**src/rtl/core/three_axis_offset_moving_average_unit_macros.svh**
```systemverilog
// Assertion macros for the three-axis offset moving average unit.
// Expects clk and arst_n in the scope of use.
`ifndef THREE_AXIS_OFFSET_MOVING_AVERAGE_UNIT_MACROS_SVH
`define THREE_AXIS_OFFSET_MOVING_AVERAGE_UNIT_MACROS_SVH

// Check on every edge out of reset.
`define TAMAV_ASSERT(lbl, prop, msg) \
	lbl: assert property (@(posedge clk) disable iff (!arst_n) prop) else $error(msg);

// Check on every edge, reset included.
`define TAMAV_ASSERT_ALWAYS(lbl, prop, msg) \
	lbl: assert property (@(posedge clk) prop) else $error(msg);

`endif

```
**src/rtl/core/tamav_pkg.sv**
```systemverilog
// Shared types and constants of the three-axis offset moving average unit.
// No dependencies.
`timescale 1ns / 1ps
`default_nettype none

package tamav_pkg;

	localparam int AXES       = 3;
	localparam int DATA_W     = 16;
	localparam int SCALED_W   = 13;
	localparam int WINDOW_DEF = 9;
	localparam int CFG_IDX_W  = 2;

	localparam logic [CFG_IDX_W-1:0] REG_OFFSET_X = 2'd0;
	localparam logic [CFG_IDX_W-1:0] REG_OFFSET_Y = 2'd1;
	localparam logic [CFG_IDX_W-1:0] REG_OFFSET_Z = 2'd2;

	typedef logic signed [DATA_W-1:0]   sample_t;
	typedef logic signed [SCALED_W-1:0] scaled_t;
	typedef sample_t [AXES-1:0]         vec_t;
	typedef scaled_t [AXES-1:0]         scaled_vec_t;

	typedef struct packed {
		logic valid;
		vec_t data;
	} item_t;

endpackage

`default_nettype wire

```
**src/rtl/core/tamav_front.sv**
```systemverilog
// Front end: offset registers, per-axis offset subtraction with saturation.
// Depends on tamav_pkg.
`timescale 1ns / 1ps
`default_nettype none

module tamav_front
	import tamav_pkg::*;
(
	input  wire logic                 clk,
	input  wire logic                 arst_n,
	input  wire logic                 cfg_we,
	input  wire logic [CFG_IDX_W-1:0] cfg_addr,
	input  wire logic [DATA_W-1:0]    cfg_wdata,
	input  wire logic                 s_tvalid,
	input  wire vec_t                 s_data,
	output item_t                     push
);

	sample_t                   offset_q [AXES];
	logic signed [DATA_W:0]    diff     [AXES];
	vec_t                      corr;

	always_ff @(posedge clk or negedge arst_n) begin
		if (!arst_n) begin
			for (int a = 0; a < AXES; a++)
				offset_q[a] <= '0;
		end else if (cfg_we) begin
			case (cfg_addr)
				REG_OFFSET_X: offset_q[0] <= cfg_wdata;
				REG_OFFSET_Y: offset_q[1] <= cfg_wdata;
				REG_OFFSET_Z: offset_q[2] <= cfg_wdata;
				default: ;
			endcase
		end
	end

	// saturate the difference to the sample range
	always_comb begin
		for (int a = 0; a < AXES; a++) begin
			diff[a] = (DATA_W+1)'(s_data[a]) - (DATA_W+1)'(offset_q[a]);
			if (diff[a][DATA_W] != diff[a][DATA_W-1])
				corr[a] = diff[a][DATA_W] ? {1'b1, {(DATA_W-1){1'b0}}}
				                          : {1'b0, {(DATA_W-1){1'b1}}};
			else
				corr[a] = diff[a][DATA_W-1:0];
		end
	end

	assign push.valid = s_tvalid;
	assign push.data  = corr;

endmodule

`default_nettype wire

```
**src/rtl/core/tamav_queue.sv**
```systemverilog
// Two-entry queue between the front end and the filter back end.
// Depends on tamav_pkg.
`timescale 1ns / 1ps
`default_nettype none

module tamav_queue
	import tamav_pkg::*;
(
	input  wire logic  clk,
	input  wire logic  arst_n,
	input  wire item_t in_item,
	output logic       in_ready,
	output item_t      out_item,
	input  wire logic  out_ready
);

	vec_t       mem_q [2];
	logic       wr_ptr_q;
	logic       rd_ptr_q;
	logic [1:0] count_q;
	logic       push;
	logic       pop;

	assign in_ready       = (count_q != 2'd2);
	assign push           = in_item.valid && in_ready;
	assign pop            = out_item.valid && out_ready;
	assign out_item.valid = (count_q != 2'd0);
	assign out_item.data  = mem_q[rd_ptr_q];

	always_ff @(posedge clk) begin
		if (push)
			mem_q[wr_ptr_q] <= in_item.data;
	end

	always_ff @(posedge clk or negedge arst_n) begin
		if (!arst_n) begin
			wr_ptr_q <= 1'b0;
			rd_ptr_q <= 1'b0;
			count_q  <= 2'd0;
		end else begin
			if (push)
				wr_ptr_q <= !wr_ptr_q;
			if (pop)
				rd_ptr_q <= !rd_ptr_q;
			case ({push, pop})
				2'b10:   count_q <= count_q + 2'd1;
				2'b01:   count_q <= count_q - 2'd1;
				default: count_q <= count_q;
			endcase
		end
	end

endmodule

`default_nettype wire

```
**src/rtl/core/tamav_back.sv**
```systemverilog
// Back end: window shift lines, running sums, divide by the window and by ten,
// output register. Depends on tamav_pkg.
`timescale 1ns / 1ps
`default_nettype none

module tamav_back
	import tamav_pkg::*;
#(
	parameter int WINDOW = WINDOW_DEF
) (
	input  wire logic  clk,
	input  wire logic  arst_n,
	input  wire item_t in_item,
	output logic       in_ready,
	output logic       m_tvalid,
	input  wire logic  m_tready,
	output vec_t       mean,
	output scaled_vec_t scaled
);

	localparam int MW = DATA_W + $clog2(WINDOW);
	localparam logic [MW-1:0] D1 = MW'(WINDOW);
	localparam logic [MW-1:0] D2 = MW'(10 * WINDOW);
	localparam logic [MW-1:0] R1 = MW'((64'd1 << MW) / WINDOW);
	localparam logic [MW-1:0] R2 = MW'((64'd1 << MW) / (10 * WINDOW));

	logic                 en;
	logic                 take;
	logic                 valid_s1;
	logic                 valid_s2;
	logic                 valid_s3;
	logic                 out_valid_q;
	sample_t              ring_q  [AXES][WINDOW];
	logic signed [MW-1:0] sum_q   [AXES];
	logic                 neg_s2  [AXES];
	logic [MW-1:0]        mag_s2  [AXES];
	logic                 neg_s3  [AXES];
	logic [MW-1:0]        mag_s3  [AXES];
	logic [2*MW-1:0]      p1_s3   [AXES];
	logic [2*MW-1:0]      p2_s3   [AXES];
	logic [MW-1:0]        q1      [AXES];
	logic [MW-1:0]        q2      [AXES];
	logic [MW-1:0]        r1      [AXES];
	logic [MW-1:0]        r2      [AXES];
	logic [MW-1:0]        m1      [AXES];
	logic [MW-1:0]        m2      [AXES];
	logic [MW-1:0]        sm1     [AXES];
	logic [MW-1:0]        sm2     [AXES];
	vec_t                 mean_q;
	scaled_vec_t          scaled_q;

	assign en       = !out_valid_q || m_tready;
	assign in_ready = en;
	assign take     = in_item.valid && en;
	assign m_tvalid = out_valid_q;
	assign mean     = mean_q;
	assign scaled   = scaled_q;

	always_ff @(posedge clk or negedge arst_n) begin
		if (!arst_n) begin
			valid_s1    <= 1'b0;
			valid_s2    <= 1'b0;
			valid_s3    <= 1'b0;
			out_valid_q <= 1'b0;
		end else if (en) begin
			valid_s1    <= take;
			valid_s2    <= valid_s1;
			valid_s3    <= valid_s2;
			out_valid_q <= valid_s3;
		end
	end

	// shift in the new word, drop the oldest from the running sum
	always_ff @(posedge clk or negedge arst_n) begin
		if (!arst_n) begin
			for (int a = 0; a < AXES; a++) begin
				sum_q[a] <= '0;
				for (int i = 0; i < WINDOW; i++)
					ring_q[a][i] <= '0;
			end
		end else if (take) begin
			for (int a = 0; a < AXES; a++) begin
				sum_q[a] <= sum_q[a] - MW'(ring_q[a][WINDOW-1]) + MW'(in_item.data[a]);
				ring_q[a][0] <= in_item.data[a];
				for (int i = 1; i < WINDOW; i++)
					ring_q[a][i] <= ring_q[a][i-1];
			end
		end
	end

	always_ff @(posedge clk) begin
		if (en) begin
			for (int a = 0; a < AXES; a++) begin
				neg_s2[a] <= sum_q[a][MW-1];
				mag_s2[a] <= sum_q[a][MW-1] ? MW'(-sum_q[a]) : MW'(sum_q[a]);
				neg_s3[a] <= neg_s2[a];
				mag_s3[a] <= mag_s2[a];
				p1_s3[a]  <= mag_s2[a] * R1;
				p2_s3[a]  <= mag_s2[a] * R2;
			end
		end
	end

	// reciprocal estimate is low by at most one: correct with one compare
	always_comb begin
		for (int a = 0; a < AXES; a++) begin
			q1[a]  = p1_s3[a][2*MW-1:MW];
			q2[a]  = p2_s3[a][2*MW-1:MW];
			r1[a]  = mag_s3[a] - q1[a] * D1;
			r2[a]  = mag_s3[a] - q2[a] * D2;
			m1[a]  = q1[a] + MW'(r1[a] >= D1);
			m2[a]  = q2[a] + MW'(r2[a] >= D2);
			sm1[a] = neg_s3[a] ? -m1[a] : m1[a];
			sm2[a] = neg_s3[a] ? -m2[a] : m2[a];
		end
	end

	always_ff @(posedge clk) begin
		if (en) begin
			for (int a = 0; a < AXES; a++) begin
				mean_q[a]   <= sm1[a][DATA_W-1:0];
				scaled_q[a] <= sm2[a][SCALED_W-1:0];
			end
		end
	end

endmodule

`default_nettype wire

```
**src/rtl/core/three_axis_offset_moving_average_unit.sv**
```systemverilog
// Path: queue, running sum, divide pipeline (magnitude, product), output register.
// Throughput: one word per cycle unless the output stalls; the output register and
// the two-entry queue let input and output stall independently.
// Reset: arst_n clears offsets, window contents, running sums and all valid state;
// the window starts as zeros and every average divides by the full window.
`timescale 1ns / 1ps
`default_nettype none

module three_axis_offset_moving_average_unit
	import tamav_pkg::*;
#(
	parameter int WINDOW = WINDOW_DEF
) (
	input  wire logic                 clk,
	input  wire logic                 arst_n,
	input  wire logic                 cfg_we,
	input  wire logic [CFG_IDX_W-1:0] cfg_addr,
	input  wire logic [DATA_W-1:0]    cfg_wdata,
	input  wire logic                 s_tvalid,
	output logic                      s_tready,
	// sample_x, sample_y, sample_z
	input  wire logic [47:0]          s_tdata,
	output logic                      m_tvalid,
	input  wire logic                 m_tready,
	// mean_x, mean_y, mean_z, scaled_x, scaled_y, scaled_z, zero pad
	output logic [87:0]               m_tdata
);

	`include "three_axis_offset_moving_average_unit_macros.svh"

	item_t        push_item;
	item_t        pop_item;
	logic         pop_ready;
	vec_t         mean;
	scaled_vec_t  scaled;
	logic [2:0]   in_flight_q;
	logic         in_acc;
	logic         out_acc;
	sample_t      chk_mean;
	scaled_t      chk_scaled;
	logic signed [17:0] chk_diff;

	tamav_front u_front (
		.clk       (clk),
		.arst_n    (arst_n),
		.cfg_we    (cfg_we),
		.cfg_addr  (cfg_addr),
		.cfg_wdata (cfg_wdata),
		.s_tvalid  (s_tvalid),
		.s_data    (vec_t'(s_tdata)),
		.push      (push_item)
	);

	tamav_queue u_queue (
		.clk       (clk),
		.arst_n    (arst_n),
		.in_item   (push_item),
		.in_ready  (s_tready),
		.out_item  (pop_item),
		.out_ready (pop_ready)
	);

	tamav_back #(
		.WINDOW (WINDOW)
	) u_back (
		.clk      (clk),
		.arst_n   (arst_n),
		.in_item  (pop_item),
		.in_ready (pop_ready),
		.m_tvalid (m_tvalid),
		.m_tready (m_tready),
		.mean     (mean),
		.scaled   (scaled)
	);

	assign m_tdata = {1'b0, scaled, mean};

	// words accepted but not yet delivered
	assign in_acc  = s_tvalid && s_tready;
	assign out_acc = m_tvalid && m_tready;

	always_ff @(posedge clk or negedge arst_n) begin
		if (!arst_n) begin
			in_flight_q <= 3'd0;
		end else begin
			case ({in_acc, out_acc})
				2'b10:   in_flight_q <= in_flight_q + 3'd1;
				2'b01:   in_flight_q <= in_flight_q - 3'd1;
				default: in_flight_q <= in_flight_q;
			endcase
		end
	end

	assign chk_mean   = mean[0];
	assign chk_scaled = scaled[0];
	assign chk_diff   = 18'(chk_mean) - 18'(chk_scaled) * 18'sd10;

	`TAMAV_ASSERT(a_in_flight_bound, in_flight_q <= 3'd6, "more words in flight than stages")
	`TAMAV_ASSERT(a_no_phantom, m_tvalid |-> in_flight_q != 3'd0, "result with no word in flight")
	`TAMAV_ASSERT(a_scaled_match, m_tvalid |-> ((!chk_mean[15] && chk_diff >= 0 && chk_diff <= 9) || (chk_mean[15] && chk_diff <= 0 && chk_diff >= -9)), "scaled x is not mean x over ten")
	`TAMAV_ASSERT_ALWAYS(a_reset_quiet, !arst_n |-> !m_tvalid, "result valid during reset")

endmodule

`default_nettype wire

```
**config.mk**
```make
export PLATFORM = sky130hd
export DESIGN_NAME = three_axis_offset_moving_average_unit
export DESIGN_NICKNAME = d
export VERILOG_FILES = /design/src/rtl/core/tamav_pkg.sv /design/src/rtl/core/tamav_front.sv /design/src/rtl/core/tamav_queue.sv /design/src/rtl/core/tamav_back.sv /design/src/rtl/core/three_axis_offset_moving_average_unit.sv
export VERILOG_INCLUDE_DIRS = /design/src /design/src/rtl/core
export SDC_FILE = /design/constraint.sdc
export NUM_CORES = 2
export LEC_CHECK = 0
export BUFFER_PORTS_ARGS = -buffer_cell sky130_fd_sc_hd__buf_2
export CORE_MARGIN = 2
export CORE_UTILIZATION = 45
export DETAILED_ROUTE_END_ITERATION = 6
export GPL_TIMING_DRIVEN = 0
export PLACE_DENSITY = 0.58
export SLEW_MARGIN = 0
export SYNTH_ARGS = -nofsm -noshare
export SYNTH_HDL_FRONTEND = slang
export SYNTH_SLANG_ARGS = --single-unit
export TNS_END_PERCENT = 20
```
**constraint.sdc**
```tcl
create_clock -name clk -period 21.7 [get_ports clk]
set_clock_uncertainty 0.05 [all_clocks]
set_input_delay 2.17 -clock clk [delete_from_list [all_inputs] [get_ports clk]]
set_output_delay 2.17 -clock clk [all_outputs]
set_load 0.05 [all_outputs]
```
==> flow_metrics.py <==
metrics = {
    "global_route": {
        "grt_pass1_vias": 55300,
        "grtUsageMet3_pct": 2.42,
        "grtUsageTotal_pct": 20.5,
        "grt_busiest_layer": "met2",
        "use_met2_pct": 33.8,
        "grt_pass1_wl_um": 290000,
        "grt_util_met1_pct": 29.0,
        "grt-ovfl-total": 0,
        "grt_max_degree": 115,
        "antenna_found_initial": 2,
    },
    "floorplan": {
        "row_count": 152,
        "dieArea_um2": 176000,
        "core_area_um2": 172000,
        "ios": 161,
        "die_width_um": 420,
        "die_h_um": 420,
        "start_util_pct": 45.3,
    },
    "worst_setup_path": {
        "worst_path_largest_cell_delay_ps": 540,
        "worstPathRequired_ps": 22120,
        "worstPathArrival_ps": 8980,
        "startpoint_type": "register",
        "crit_slowest_cell": "edfxtp_1",
        "crit_fanout": 7,
        "end_kind": "register",
        "worstSetupPathType": "register to register",
        "worst_path_most_repeated_cell": "ha_1",
    },
    "place": {
        "place.port_buffers": 159,
        "place_congestion": 0.882,
        "dp_hpwl_um": 143000,
        "place_area_um2": 81800,
        "dp.cells": 10400,
    },
    "timing": {
        "fin_crit_sh_pct": 39.5,
        "relSlewSlack_pct": 11.0,
        "grt_setup_unrepaired": "false",
        "worst_slew_pin_slew_ps": 1300,
        "min_period_ps": 8560,
        "fmax_mhz": 117,
        "hold_violations": 0,
        "drv_slew": 0,
        "final-setup-viol-count": 0,
    },
    "run": {
        "drv_cap": 0,
    },
    "cells_and_area": {
        "final_cell_mix": "nand2_1, inv_1, ha_1",
        "area_delta_synth_final_pct": 10.0,
        "layout.nets": 9929,
        "stdcell_count": 10600,
        "final_cell_area_um2": 85600,
        "mostFrequentLayoutCell": "nand2_1",
        "drive_above_1_share_pct": 5.22,
    },
    "synth": {
        "avgSynthCellArea_um2": 9.77,
        "synth_cells": 7956,
        "syn-num-nets": 9647,
        "synth_cell_type_count": 84,
        "synthArstFlopShare_pct": 57.7,
        "synth-seq-cells": 950,
        "synth-seq-area-share_pct": 33.2,
        "synth_flop_cell": "dfrtp_1",
        "synth_edf_count": 402,
        "syn_area_um2": 77800,
        "ys_warn_count": 0,
    },
    "clock_tree": {
        "cts_inserted_buffers": 109,
        "ctsResizeCount": 0,
        "worstSkewPairLatency_ps": 750,
        "hold_buffers": 0,
        "post_cts.repair.setup_buffers": 0,
        "clk_pin_slew_ps": 60,
        "root_buffer": "clkbuf_16",
        "cts_sinks": 950,
        "ctsLongestPathBuffers": 3,
        "tritoncts": "done",
        "htreeDepth": 3,
    },
    "route": {
        "ant_nets": 0,
        "drc": 0,
        "vias": 53500,
        "wire_per_inst_um": 16.5,
        "routed_wirelength_um": 175000,
        "avgViaCountPerCell": 5.03,
        "drt_pass1_iterations": 5,
        "drtIter0Drc": 2710,
    },
    "hold_path": {
        "hold_path.class": "register to register",
    },
    "outcome": {
        "outcome": "completed",
    },
}
## critical path, delay by kind of cell (launching register included)
kind	cells	cell delay, ps
AND/OR/NAND/NOR	11	2080
AO/OA/AOI/OAI	11	2280
adder cells (fa/ha/maj)	7	2570
flip-flops	1	540
XOR/XNOR	3	650
buffers and inverters	2	120
## through the flow
step	TNS, ps	hold slack [ps]	utilization [%]	setup slack (ps)
final	0	378	49.8	13140
after global placement	-27.1	354	47.4	-27.1
after CTS	0	379	49.8	13070
after global routing	0	399	49.8	12390
after floorplan	0	350	-	7470
after detailed placement	0	364	47.6	13120
## Yosys cell counts, drive strengths merged (96+ instances only)
cell	count	area, um2
xor2	177	1550
a21oi	226	1130
nor2	230	863
fa	587	11800
nand2	1499	5630
dfrtp	548	13700
nand3	98	490
edfxtp	402	12100
nor3	96	480
o21ai	351	1760
clkbuf	160	601
xnor2	309	2710
inv	1310	4920
ha	1033	12900
## worst paths after layout
path	from	endpoint	slack, ps	cells after the start
setup / recovery	u_back.p2_s3[0][20]	u_back.scaled[12]	13140	34
hold / removal	u_back.neg_s2[0][0]	u_back.neg_s3[0][0]	380	0
setup reg to reg	u_back.p2_s3[0][20]	u_back.scaled[12]	13140	34
hold reg to reg	u_back.neg_s2[0][0]	u_back.neg_s3[0][0]	380	0
max in group asynchronous	arst_n	u_back.ring_q[354]	18790	3
min in group asynchronous	arst_n	u_back.ring_q[236]	1390	1
## state kept, by name (all words and copies together) (netlist names), 39 cells and up
signal / flops
u_front.offset_q: 48
u_back.mag_s3: 42
u_back.mag_s2: 60
u_back.p2_s3: 60
u_back.sum_q: 60
u_queue.mem_q: 96
u_back.ring_q: 432
u_back.p1_s3: 51
u_back.scaled: 39
u_back.mean: 48
## cells by family after synthesis
logic type / Yosys count / synth area share [%]
mux: 113 / 1.53
other cells: 1 / 0.00482
flops: 950 / 33.2
xor+xnor: 486 / 5.47
compound gates: 1046 / 8.50
fa+ha+maj: 1629 / 31.8
buf+inv: 1478 / 7.14
simple gates: 2253 / 12.4
## area by class of cell
| class | count | area, um2 |
|---|---|---|
| Fill cell | 15900 | 86200 |
| Multi-Input combinational cell | 5528 | 46400 |
| Sequential cell | 950 | 25800 |
| Inverter | 1310 | 4920 |
| Clock buffer | 144 | 3020 |
| Tap cell | 2310 | 2890 |
| Timing Repair Buffer | 171 | 1120 |
| Clock inverter | 63 | 751 |
| Buffer | 168 | 638 |
| Antenna cell | 1 | 2.50 |
## layer usage
layer / routed length (um) / part of all wire (%)
met5: 13 / 0.0074
met4: 3240 / 1.8
met3: 6390 / 3.6
met2: 81500 / 46
met1: 84300 / 48
Power is not shown: default switching activity piles up to over one toggle a cycle in this logic, so the estimate is an artifact.
